<file path="src/csvfs_pkg.sv">
// ----------------------------------------------------------------------------
// csvfs_pkg
// Types and constants shared by the delimited-text field splitter.
// ----------------------------------------------------------------------------
package csvfs_pkg;

    // One input request: a text byte or an end-of-stream mark.
    typedef struct packed {
        logic [7:0] in_byte;
        logic       end_of_input;
    } t_csv_in;

    // One result per request.
    typedef struct packed {
        logic [7:0] out_byte;
        logic       byte_valid;
        logic       field_begin;
        logic       field_done;
        logic       row_done;
        logic [7:0] column_index;
    } t_csv_out;

    // Parse state, one-hot.
    typedef enum logic [3:0] {
        MODE_START  = 4'b0001,  // awaiting field start
        MODE_PLAIN  = 4'b0010,  // inside unquoted text
        MODE_QUOTED = 4'b0100,  // inside quoted text
        MODE_AFTERQ = 4'b1000   // quote seen inside quoted text
    } t_mode;

    // Configuration register indexes (byte address = 4 * index).
    localparam logic [1:0] REG_FIELD_SEP = 2'd0;
    localparam logic [1:0] REG_QUOTE     = 2'd1;
    localparam logic [1:0] REG_ROW_TERM  = 2'd2;

    localparam logic [7:0] RST_FIELD_SEP = 8'd44;  // ','
    localparam logic [7:0] RST_QUOTE     = 8'd34;  // '"'
    localparam logic [7:0] RST_ROW_TERM  = 8'd10;  // LF

endpackage

</file>
<file path="src/csv_field_splitter.sv">
// ----------------------------------------------------------------------------
// csv_field_splitter
// Splits a byte stream of delimited text into fields and rows.
// ----------------------------------------------------------------------------
// Accepts one byte (or end-of-stream mark) per clock while the output register
// is not stalled and returns one result per request, in order. A request sits
// in the input register, where the parse state and column counter are updated,
// and its result is then held in the output register until taken. A stalled
// output register stops the input register from advancing.
// Delimiter bytes are set through the APB port (field separator at 0x0, quote
// at 0x4, row terminator at 0x8) and should be changed only while idle. The
// column index saturates at the smaller of MAX_COLUMNS-1 and 255.
module csv_field_splitter #(
    parameter int unsigned MAX_COLUMNS = 256
) (
    input  logic                i_clk,
    input  logic                i_rst_n,

    input  logic                i_in_valid,
    output logic                o_in_stall,
    input  csvfs_pkg::t_csv_in  i_in,

    output logic                o_out_valid,
    input  logic                i_out_stall,
    output csvfs_pkg::t_csv_out o_out,

    input  logic                psel,
    input  logic                penable,
    input  logic                pwrite,
    input  logic [3:0]          paddr,
    input  logic [31:0]         pwdata,
    output logic [31:0]         prdata,
    output logic                pready
);
    import csvfs_pkg::*;

    localparam int unsigned ColLimitInt = (MAX_COLUMNS - 1 > 255) ? 255 : MAX_COLUMNS - 1;
    localparam logic [7:0]  ColLimit    = 8'(ColLimitInt);

    logic [7:0] r_field_sep;
    logic [7:0] r_quote;
    logic [7:0] r_row_term;

    logic       r_in_valid;
    t_csv_in    r_in;
    logic       r_out_valid;
    t_csv_out   r_out;
    t_mode      r_mode;
    logic [7:0] r_col;

    t_mode      n_mode;
    logic [7:0] n_col;
    t_csv_out   n_out;

    logic       out_load;
    logic       advance;
    logic       in_take;
    logic       cfg_wr;
    logic [1:0] cfg_idx;

    // ---------------- configuration port ----------------
    assign pready  = 1'b1;
    assign cfg_idx = paddr[3:2];
    assign cfg_wr  = psel && penable && pwrite && pready;

    always_ff @(posedge i_clk) begin
        if (!i_rst_n) begin
            r_field_sep <= RST_FIELD_SEP;
            r_quote     <= RST_QUOTE;
            r_row_term  <= RST_ROW_TERM;
        end else if (cfg_wr) begin
            case (cfg_idx)
                REG_FIELD_SEP: r_field_sep <= pwdata[7:0];
                REG_QUOTE:     r_quote     <= pwdata[7:0];
                REG_ROW_TERM:  r_row_term  <= pwdata[7:0];
                default: ;
            endcase
        end
    end

    always_comb begin
        case (cfg_idx)
            REG_FIELD_SEP: prdata = {24'd0, r_field_sep};
            REG_QUOTE:     prdata = {24'd0, r_quote};
            REG_ROW_TERM:  prdata = {24'd0, r_row_term};
            default:       prdata = 32'd0;
        endcase
    end

    // ---------------- handshake ----------------
    assign out_load   = !r_out_valid || !i_out_stall;
    assign advance    = r_in_valid && out_load;
    assign o_in_stall = r_in_valid && !out_load;
    assign in_take    = i_in_valid && !o_in_stall;

    assign o_out_valid = r_out_valid;
    assign o_out       = r_out;

    // ---------------- parse step ----------------
    always_comb begin
        logic eoi;
        logic is_row;
        logic is_sep;
        logic is_quote;

        eoi      = r_in.end_of_input;
        is_row   = eoi || (r_in.in_byte == r_row_term);
        is_sep   = r_in.in_byte == r_field_sep;
        is_quote = r_in.in_byte == r_quote;

        n_mode             = r_mode;
        n_out.out_byte     = 8'd0;
        n_out.byte_valid   = 1'b0;
        n_out.field_begin  = 1'b0;
        n_out.field_done   = 1'b0;
        n_out.row_done     = 1'b0;
        n_out.column_index = r_col;

        case (r_mode)
            MODE_START: begin
                if (is_row) begin
                    n_out.row_done = 1'b1;
                end else begin
                    n_out.field_begin = 1'b1;
                    if (is_sep) begin
                        n_out.field_done = 1'b1;
                    end else if (is_quote) begin
                        n_mode = MODE_QUOTED;
                    end else begin
                        n_out.byte_valid = 1'b1;
                        n_out.out_byte   = r_in.in_byte;
                        n_mode           = MODE_PLAIN;
                    end
                end
            end
            MODE_PLAIN: begin
                if (is_row) begin
                    n_out.field_done = 1'b1;
                    n_out.row_done   = 1'b1;
                end else if (is_sep) begin
                    n_out.field_done = 1'b1;
                end else if (is_quote) begin
                    n_mode = MODE_QUOTED;
                end else begin
                    n_out.byte_valid = 1'b1;
                    n_out.out_byte   = r_in.in_byte;
                end
            end
            MODE_QUOTED: begin
                // unterminated quote at end of stream closes field and row
                if (eoi) begin
                    n_out.field_done = 1'b1;
                    n_out.row_done   = 1'b1;
                end else if (is_quote) begin
                    n_mode = MODE_AFTERQ;
                end else begin
                    n_out.byte_valid = 1'b1;
                    n_out.out_byte   = r_in.in_byte;
                end
            end
            MODE_AFTERQ: begin
                if (eoi) begin
                    n_out.field_done = 1'b1;
                    n_out.row_done   = 1'b1;
                end else if (is_quote) begin
                    // doubled quote: emit one quote byte
                    n_out.byte_valid = 1'b1;
                    n_out.out_byte   = r_in.in_byte;
                    n_mode           = MODE_QUOTED;
                end else if (r_in.in_byte == r_row_term) begin
                    n_out.field_done = 1'b1;
                    n_out.row_done   = 1'b1;
                end else if (is_sep) begin
                    n_out.field_done = 1'b1;
                end else begin
                    n_out.byte_valid = 1'b1;
                    n_out.out_byte   = r_in.in_byte;
                    n_mode           = MODE_PLAIN;
                end
            end
            default: begin
                n_mode = MODE_START;
            end
        endcase

        n_col = r_col;
        if (n_out.row_done) begin
            n_mode = MODE_START;
            n_col  = 8'd0;
        end else if (n_out.field_done) begin
            n_mode = MODE_START;
            if (r_col < ColLimit) begin
                n_col = r_col + 8'd1;
            end
        end
    end

    // ---------------- registers ----------------
    always_ff @(posedge i_clk) begin
        if (!i_rst_n) begin
            r_in_valid  <= 1'b0;
            r_out_valid <= 1'b0;
            r_mode      <= MODE_START;
            r_col       <= 8'd0;
        end else begin
            if (in_take) begin
                r_in_valid <= 1'b1;
            end else if (advance) begin
                r_in_valid <= 1'b0;
            end
            if (out_load) begin
                r_out_valid <= r_in_valid;
            end
            if (advance) begin
                r_mode <= n_mode;
                r_col  <= n_col;
            end
        end
    end

    always_ff @(posedge i_clk) begin
        if (in_take) begin
            r_in <= i_in;
        end
        if (advance) begin
            r_out <= n_out;
        end
    end

    // ---------------- assertions ----------------
    a_col_limit: assert property (@(posedge i_clk) disable iff (!i_rst_n)
        r_col <= ColLimit)
        else $error("column counter beyond its limit");

    a_row_clears: assert property (@(posedge i_clk) disable iff (!i_rst_n)
        (advance && n_out.row_done) |=> (r_col == 8'd0 && r_mode == MODE_START))
        else $error("row end did not clear column counter and parse state");

    a_begin_not_row: assert property (@(posedge i_clk) disable iff (!i_rst_n)
        (r_out_valid && r_out.field_begin) |-> !r_out.row_done)
        else $error("field opened by a row end");

endmodule
</file>
<file path="config.mk">
export PLATFORM = sky130hd
export DESIGN_NAME = csv_field_splitter
export DESIGN_NICKNAME = d
export VERILOG_FILES = /design/src/csvfs_pkg.sv /design/src/csv_field_splitter.sv
export SDC_FILE = /design/constraint.sdc
export NUM_CORES = 1
export LEC_CHECK = 0
export BUFFER_PORTS_ARGS = -buffer_cell sky130_fd_sc_hd__buf_2
export CAP_MARGIN = 10
export CORE_MARGIN = 2
export CORE_UTILIZATION = 46
export DETAILED_ROUTE_END_ITERATION = 7
export PLACE_DENSITY = 0.73
export SLEW_MARGIN = 25
export SYNTH_ARGS = -nofsm -noshare
export SYNTH_HDL_FRONTEND = slang
export SYNTH_SLANG_ARGS = --single-unit
</file>
<file path="constraint.sdc">
create_clock -name i_clk -period 1.9 [get_ports i_clk]
set_input_delay 0.285 -clock i_clk [delete_from_list [all_inputs] [get_ports i_clk]]
set_output_delay 0.285 -clock i_clk [all_outputs]
set_load 0.01 [all_outputs]
</file>
==> qor.yml, run 1 <==
status:
  failed_checks: "negative setup slack"
  outcome: "finished with violations"
sta:
  timing.max_slew.rel_slack: 0.569
  rsz_0062_raised_after_global_routing: "yes"
  worst_clock_skew_ns: 0.0106
  tightestPinTransition_ns: 0.642
  layout_setup_ws_ns: -0.403
  final_period_minus_worst_setup_slack_ns: 2.30
  setup_viol_count_final: 23
  final_min_period_over_clock_period: 1.21
  achievable-frequency_mhz: 434
  slew_viol_final: 0
  timing.setup.tns_ns: -6.07
  final-hold-violation-count: 0
logic_synthesis:
  ys_warns: 0
  synth-xor-area-share: 0.0718
  synth_edf_count: 29
  multiplexer_fraction_of_the_synthesized_cell_area: 0.0703
  seq_area_frac_synth: 0.477
  netlist_top_cells_area: "sky130_fd_sc_hd__edfxtp_1 25%, sky130_fd_sc_hd__dfxtp_1 22%, sky130_fd_sc_hd__mux2i_1 7.0%"
  ys.flop_type: "sky130_fd_sc_hd__dfxtp_1"
  avgSynthCellArea_um2: 10.3
  async_set_or_reset_register_ratio_after_synthesis: 0
  synth_top_cell_area_share: 0.255
  post-synth-top-count-cell: "sky130_fd_sc_hd__dfxtp_1"
  synth_top_area_cell: "sky130_fd_sc_hd__edfxtp_1"
  synth_top_cells_by_count: "38 x sky130_fd_sc_hd__dfxtp_1, 32 x sky130_fd_sc_hd__nand2_1, 29 x sky130_fd_sc_hd__edfxtp_1"
  synth_compound_gate_area_share: 0.120
  synth_seq_cells: 67
  combinational_family_with_the_most_area_after_synthesis: "simple AND/OR/NAND/NOR gates"
  synth.cell_area_mm2: 0.00342
  syn-instance-count: 333
  yosys.cell_types.count: 54
  synth-simple-area-share: 0.168
  post_synth_fa_ha_maj_area_fraction: 0.00366
power:
  power.ir.vdd_worst_mv: 0.428
  power_frac_clock: 0.411
  power.share.combinational: 0.133
  cell_leakage_power_uw: 0.00192
  cellInternalPower_uw: 2590
  pwr_density_cell_mw_per_mm2: 741
  switching_share: 0.251
  power.sequential.fraction: 0.456
  power.switching_uw: 870
worst_setup_path:
  timing.critical_path.to_type: "flop"
  worst-path-max-fanout: 7
  crit_type: "flop to flop"
  cp_slowest_stage_delay_ns: 0.51
  critical_path.cell_chain: "xnor2_1 -> nand4_1 -> or2_4 -> o311ai_4 -> o21a_1 -> buf_6 -> nand2b_4 -> o31ai_2"
  r2r_end: "r_col[4]$_SDFFE_PN0P_"
  startpoint_type: "flop"
  cp.arrival_ns: 2.58
  crit_required_ns: 2.18
  reg2reg_depth: 8
  reg2reg_slack_ns: -0.40
  cpMaxStageDelayCell: "sky130_fd_sc_hd__edfxtp_1"
  critical_path.reg2reg.startpoint: "r_in[7]$_DFFE_PP_"
route:
  antenna_violating_nets_post_route: 0
  route.detailed.drc: 0
  dr_pass1_iterations: 4
  routedWlPerCell_um: 14.5
  detailroute.via_count: 2857
  via_density: 5.07
  drtIter0Drc: 154
  wl_um: 8150
die:
  die_w_um: 90.2
  initial_core_util: 0.474
  ioPinCount: 107
  design.die.area_mm2: 0.00813
  number_of_placement_rows: 31
  coreArea_mm2: 0.00721
  die_height_um: 90.2
finish:
  final_nets: 512
  number_of_diodes_added_for_antenna_fixing: 0
  layout-drive-gt1-share: 0.381
  stdcell_area_mm2: 0.00468
  finalCoreUtilization: 0.648
  area.growth.synth_to_final_pct: 36.9
  n_fill_cell: 555
global_route:
  grt_pass1_wl_um: 13000
  grt_use_total: 0.200
  grt_pass1_vias: 2687
  antenna_found_initial: 0
  grt_max_degree: 25
  grt_overflow_total: 0
place:
  dpl_cell_area_mm2: 0.00410
  placed_wire_length_estimate_um: 5640
  gpl.final_weighted_congestion: 0.894
  place.port_buffers: 55
clock_network:
  tritoncts.num_buffers: 9
  cts.path.max_buffers: 2
  cts.htree.levels: 3
  tritoncts: "built"
  numClockSinks: 67
  clk-insertion-delay-late_ns: 0.35
  clk_transition_reported_paths_ns: 0.08
  postCtsHoldBufs: 0
  cell_at_the_root_of_the_clock_tree: "sky130_fd_sc_hd__clkbuf_8"
worst_hold_path:
  holdPathStages: 1
  hold_path.class: "input port to flop"
  min_from: "i_in[8]"
  worst_hold_path.endpoint: "r_in[8]$_DFFE_PP_"
flow_run:
  max_cap_violations: 0
## cell usage in the layout (no fill, tap or decap), types with 2 or more instances in the layout
cell type | synthesis | layout
sky130_fd_sc_hd__a21boi_0 | 6 | 6
sky130_fd_sc_hd__and3_1 | 3 | 3
sky130_fd_sc_hd__mux2i_1 | 24 | 24
sky130_fd_sc_hd__nand2_1 | 32 | 32
sky130_fd_sc_hd__clkinv_4 | 0 | 3
sky130_fd_sc_hd__dfxtp_1 | 38 | 37
sky130_fd_sc_hd__o21ai_0 | 9 | 9
sky130_fd_sc_hd__a32o_1 | 3 | 3
sky130_fd_sc_hd__o31ai_4 | 0 | 2
sky130_fd_sc_hd__nor3_1 | 3 | 3
sky130_fd_sc_hd__nor2b_1 | 14 | 14
sky130_fd_sc_hd__o2111ai_2 | 0 | 2
sky130_fd_sc_hd__nand3_1 | 18 | 18
sky130_fd_sc_hd__buf_6 | 3 | 12
sky130_fd_sc_hd__bufinv_16 | 0 | 2
sky130_fd_sc_hd__xnor2_2 | 0 | 4
sky130_fd_sc_hd__or4_1 | 3 | 3
sky130_fd_sc_hd__xnor2_1 | 19 | 15
sky130_fd_sc_hd__a21oi_2 | 1 | 2
sky130_fd_sc_hd__o31ai_1 | 5 | 3
sky130_fd_sc_hd__nand3b_1 | 2 | 2
sky130_fd_sc_hd__o21a_1 | 4 | 4
sky130_fd_sc_hd__a21oi_1 | 8 | 7
sky130_fd_sc_hd__conb_1 | 2 | 25
sky130_fd_sc_hd__nor2_1 | 7 | 7
sky130_fd_sc_hd__buf_4 | 25 | 64
sky130_fd_sc_hd__and2_4 | 0 | 2
sky130_fd_sc_hd__clkbuf_8 | 0 | 9
sky130_fd_sc_hd__xor2_1 | 9 | 8
sky130_fd_sc_hd__buf_2 | 3 | 55
sky130_fd_sc_hd__inv_1 | 8 | 6
sky130_fd_sc_hd__o21ai_4 | 0 | 2
sky130_fd_sc_hd__a21boi_1 | 3 | 3
sky130_fd_sc_hd__a22o_1 | 2 | 2
sky130_fd_sc_hd__o211ai_1 | 2 | 2
sky130_fd_sc_hd__and2_1 | 10 | 8
sky130_fd_sc_hd__edfxtp_1 | 29 | 29
sky130_fd_sc_hd__nand4_1 | 4 | 4
## logic make-up (layout without fill, tap and decap cells)
group / count (synthesis) / after routing
and+or+nand+nor: 109 / 109
DFF: 67 / 67
AOI/OAI and AO/OA: 55 / 55
buffers and inverters: 47 / 155
xor gates and xnor gates: 28 / 28
muxes: 24 / 24
other: 2 / 25
adders and majority gates: 1 / 1
## how the worst max path moves through the flow
stage	from	to	slack, ns	cells after the start
floorplan	r_mode[1]$_SDFFE_PN0P_	r_col[0]$_SDFFE_PN0P_	-0.12	8
global placement	r_in[5]$_DFFE_PP_	o_out[18]$_DFFE_PP_	-0.37	8
detailed placement	r_in[5]$_DFFE_PP_	o_out[16]$_DFFE_PP_	-0.43	8
CTS	r_in[3]$_DFFE_PP_	r_col[4]$_SDFFE_PN0P_	-0.30	8
global route	r_in[7]$_DFFE_PP_	r_col[4]$_SDFFE_PN0P_	-0.51	8
finish	r_in[7]$_DFFE_PP_	r_col[4]$_SDFFE_PN0P_	-0.40	8
## critical path: cells and delay by family (launching register included)
family	cells	cell delay [ns]
compound gates	3	0.79
buf+inv	1	0.15
flops	1	0.51
xor+xnor	1	0.23
simple gates	3	0.55
## power groups by stage
stage	Sequential [µW]	Clock [µW]	Combinational, µW
6_report	1580	1420	459
3_5_place_dp	1620	0	379
3_3_place_gp	1610	0	371
5_1_grt	1590	1500	498
4_1_cts	1580	1440	425
2_1_floorplan	1620	0	246
## flip-flops by register name, summed over array words and instances, names as in the netlist
register     count
r_col            8
r_field_sep      8
r_quote          8
r_in             9
o_out           20
r_mode           4
r_in_valid       1
o_out_valid      1
r_row_term       8
## per-layer routing
layer | vias up | routed length, µm | GRT usage | share of wire
li1 | 1392 | - | - | -
met1 | 1358 | 3600 | 0.263 | 0.44
met2 | 93 | 3990 | 0.320 | 0.49
met3 | 14 | 384 | 0.0310 | 0.047
met4 | 0 | 182 | 0.101 | 0.022
met5 | - | 0 | 0 | 0
## metrics by stage
step / power [µW] / setup slack (ns) / cells / hold WS [ns]
floorplan: 1870 / -0.122 / 356 / 0.384
finish: 3460 / -0.403 / 563 / 0.105
detailed placement: 2000 / -0.428 / 531 / 0.457
global route: 3580 / -0.514 / 563 / 0.0966
global placement: 1990 / -0.373 / 531 / 0.448
CTS: 3450 / -0.305 / 555 / 0.0968
## final cells by class
cell class                      count  area [µm²]  area share
Timing Repair Buffer              131         891       0.190
Inverter                            8        33.8     0.00722
Clock buffer                       10         149      0.0318
Clock inverter                      6        95.1      0.0203
Sequential cell                    67        1630       0.349
Multi-Input combinational cell    242        1750       0.375
Tap cell                           99         124      0.0265
## timing repair
item                                    in CTS  in global routing
endpoints found under the setup margin      23                 23
pin swaps                                   15                 13
resized for setup                           22                 17
buffers inserted                             8                  8
(Power assumes the default switching activity.)
==> inputs of run 2 (changes only) <==
==> constraint.sdc (replaced) <==
create_clock -name i_clk -period 1.9 [get_ports i_clk]
set_input_delay 0.19 -clock i_clk [delete_from_list [all_inputs] [get_ports i_clk]]
set_output_delay 0.19 -clock i_clk [all_outputs]
set_load 0.01 [all_outputs]
==> run 2 against run 1 <==
  * The run still ends with negative setup slack left
  * Critical path type unchanged
  * Global-route usage hardly changed
  * Sequential share of layout area increased by 0.38 points
  * Utilization decreased by 0.69 points
==> qor.yml, run 2 (synthesis gave the netlist of run 1 again) <==
flow_run:
  max_cap_violations: 0  # unchanged
die:
  initial_core_util: 0.474  # unchanged
  design.die.area_mm2: 0.00813  # unchanged
  die_w_um: 90.2  # unchanged
  coreArea_mm2: 0.00721  # unchanged
  number_of_placement_rows: 31  # unchanged
  die_height_um: 90.2  # unchanged
  ioPinCount: 107  # unchanged
global_route:
  grt_use_met2: 0.310  # -0.00940
  grt_pass1_vias: 2705  # +0.67%
  grt_most_used_layer: "met2"
  groute.layer.met3.usage: 0.0461  # +0.0151
  grt_max_degree: 25  # unchanged
  grt_pass1_wl_um: 13000  # -0.53%
  grt_use_total: 0.200  # about the same
  grt_overflow_total: 0  # unchanged
  grtUsageMet1: 0.265  # +0.00187
  antenna_found_initial: 0  # unchanged
finish:
  stdcell_area_mm2: 0.00463  # -1.1%
  final_nets: 516  # +0.78%
  leading_cell_type_in_the_layout_fill_and_taps_excluded: "sky130_fd_sc_hd__buf_4"
  area.growth.synth_to_final_pct: 35.4
  max_ffs_per_register: 20  # unchanged
  layout-drive-gt1-share: 0.382  # +0.00101
  layout_common_cells: "76 x sky130_fd_sc_hd__buf_4, 55 x sky130_fd_sc_hd__buf_2, 37 x sky130_fd_sc_hd__dfxtp_1, 31 x sky130_fd_sc_hd__nand2_1, 29 x sky130_fd_sc_hd__edfxtp_1"
  number_of_diodes_added_for_antenna_fixing: 0  # unchanged
power:
  pwr_density_cell_mw_per_mm2: 703  # -5.1%
  design_power_total_uw: 3250  # -6.1%
  power.ir.vdd_worst_mv: 0.580  # +36%
  cell_leakage_power_uw: 0.00189  # -1.3%
sta:
  final_period_minus_worst_setup_slack_ns: 2.28  # -0.0276 ns
  rsz_0062_raised_after_global_routing: "yes"
  layout_setup_ws_ns: -0.375  # +0.0276 ns
  worst_clock_skew_ns: 0.00839  # -0.00225 ns
  final_min_period_over_clock_period: 1.20  # -0.0145
  final-hold-violation-count: 0  # unchanged
  setup_viol_count_final: 23  # unchanged
  slew_viol_final: 0  # unchanged
  achievable-frequency_mhz: 440  # +1.2%
  timing.setup.tns_ns: -5.64  # +0.428 ns
clock_network:
  cell_at_the_root_of_the_clock_tree: "sky130_fd_sc_hd__clkbuf_8"
  cts.htree.levels: 3  # unchanged
  clk-insertion-delay-late_ns: 0.36  # about the same
  numClockSinks: 67  # unchanged
  cts.path.max_buffers: 2  # unchanged
  clk_transition_reported_paths_ns: 0.07  # about the same
  tritoncts.num_buffers: 9  # unchanged
  tritoncts: "built"
  postCtsHoldBufs: 0  # unchanged
worst_setup_path:
  timing.critical_path.buf_inv: 4  # +3
  cpMaxStageDelayCell: "sky130_fd_sc_hd__edfxtp_1"
  crit_top_cell: "sky130_fd_sc_hd__buf_4"
  worst-path-max-fanout: 8  # +1
  cp_slowest_stage_delay_ns: 0.43  # -0.08 ns
  crit_type: "flop to flop"
  startpoint_type: "flop"
  timing.critical_path.to_type: "flop"
  critical_path.top_delay_family: "compound AO/OA/AOI/OAI gates"
  critical_path.cell_chain: "buf_4 -> xnor2_1 -> nand4_1 -> buf_4 -> o2111ai_4 -> o31ai_4 -> o21ai_4 -> buf_4 -> inv_2 -> o31ai_4 -> a22o_1"
  crit_required_ns: 2.20  # +0.02 ns
  cp.arrival_ns: 2.58  # about the same
route:
  route.detailed.drc: 0  # unchanged
  dr_pass1_iterations: 4  # unchanged
  wl_um: 8750  # +7.3%
  routedWlPerCell_um: 15.4  # +6.6%
  detailroute.via_count: 2940  # +2.9%
  antenna_violating_nets_post_route: 0  # unchanged
  via_density: 5.19  # +2.2%
  drtIter0Drc: 176  # +14%
place:
  gpl.final_weighted_congestion: 0.856  # -4.3%
  place_worst_setup_slack_ns: -0.386  # +0.0427 ns
  dpl_cell_area_mm2: 0.00408  # -0.37%
  placed_wire_length_estimate_um: 5530  # -1.9%
  place.port_buffers: 55  # unchanged
status:
  failed_checks: "negative setup slack"
  outcome: "finished with violations"
worst_hold_path:
  hold_path.class: "input port to flop"
-- run 2: layout make-up --
type	instances	area, µm²
flip-flops and latches	67	1630
clock inverters	5	52.6
multi-input cells	243	1760
well taps	99	124
fillers	563	2590
inverters	8	33.8
repair buffers	134	880
clock buffers	11	141
-- run 2: power breakdown --
part	switching, µW	internal [µW]	leakage, µW
registers	29.7	1550	0.000585
clock network	553	635	0.0000991
logic	258	225	0.00121
total	841	2410	0.00189
-- run 2: metrics by stage --
step	hold slack (ns)	util	cells
2_1_floorplan	0.289	-	356
3_3_place_gp	0.369	0.566	529
3_5_place_dp	0.370	0.566	529
4_1_cts	0.00569	0.614	555
5_1_grt	0.00495	0.642	567
6_report	0.00436	0.642	567
-- run 2: worst register-to-register path, stage by stage (launching register included) --
cell and delay (ns):
sky130_fd_sc_hd__edfxtp_1 0.43, sky130_fd_sc_hd__buf_4 0.17, sky130_fd_sc_hd__xnor2_1 0.19, sky130_fd_sc_hd__nand4_1 0.12
sky130_fd_sc_hd__buf_4 0.19, sky130_fd_sc_hd__o2111ai_4 0.23, sky130_fd_sc_hd__o31ai_4 0.13, sky130_fd_sc_hd__o21ai_4 0.13
sky130_fd_sc_hd__buf_4 0.17, sky130_fd_sc_hd__inv_2 0.04, sky130_fd_sc_hd__o31ai_4 0.26, sky130_fd_sc_hd__a22o_1 0.18
-- run 2: worst paths after layout --
kind	startpoint	depth (start not counted)	slack, ns	end
worst max register to register	r_in[4]$_DFFE_PP_	11	-0.38	r_mode[2]$_SDFFE_PN0P_
worst max-delay path	r_in[4]$_DFFE_PP_	11	-0.38	r_mode[2]$_SDFFE_PN0P_
worst min-delay path	i_in[8]	1	0.004	r_in[8]$_DFFE_PP_
worst min register to register	r_col[6]$_SDFFE_PN0P_	0	0.48	o_out[6]$_DFFE_PP_
-- run 2: repair_timing --
action	4_1_cts	5_1_grt
cloned	0	1
buffers inserted	10	11
resized for setup	16	15
pin swaps	21	15
endpoints found under the setup margin	23	23
-- run 2: per-layer routing --
metal,vias up,part of all wire
met5,-,0
met4,0,0.033
met3,29,0.067
met2,152,0.47
met1,1362,0.42
li1,1397,-
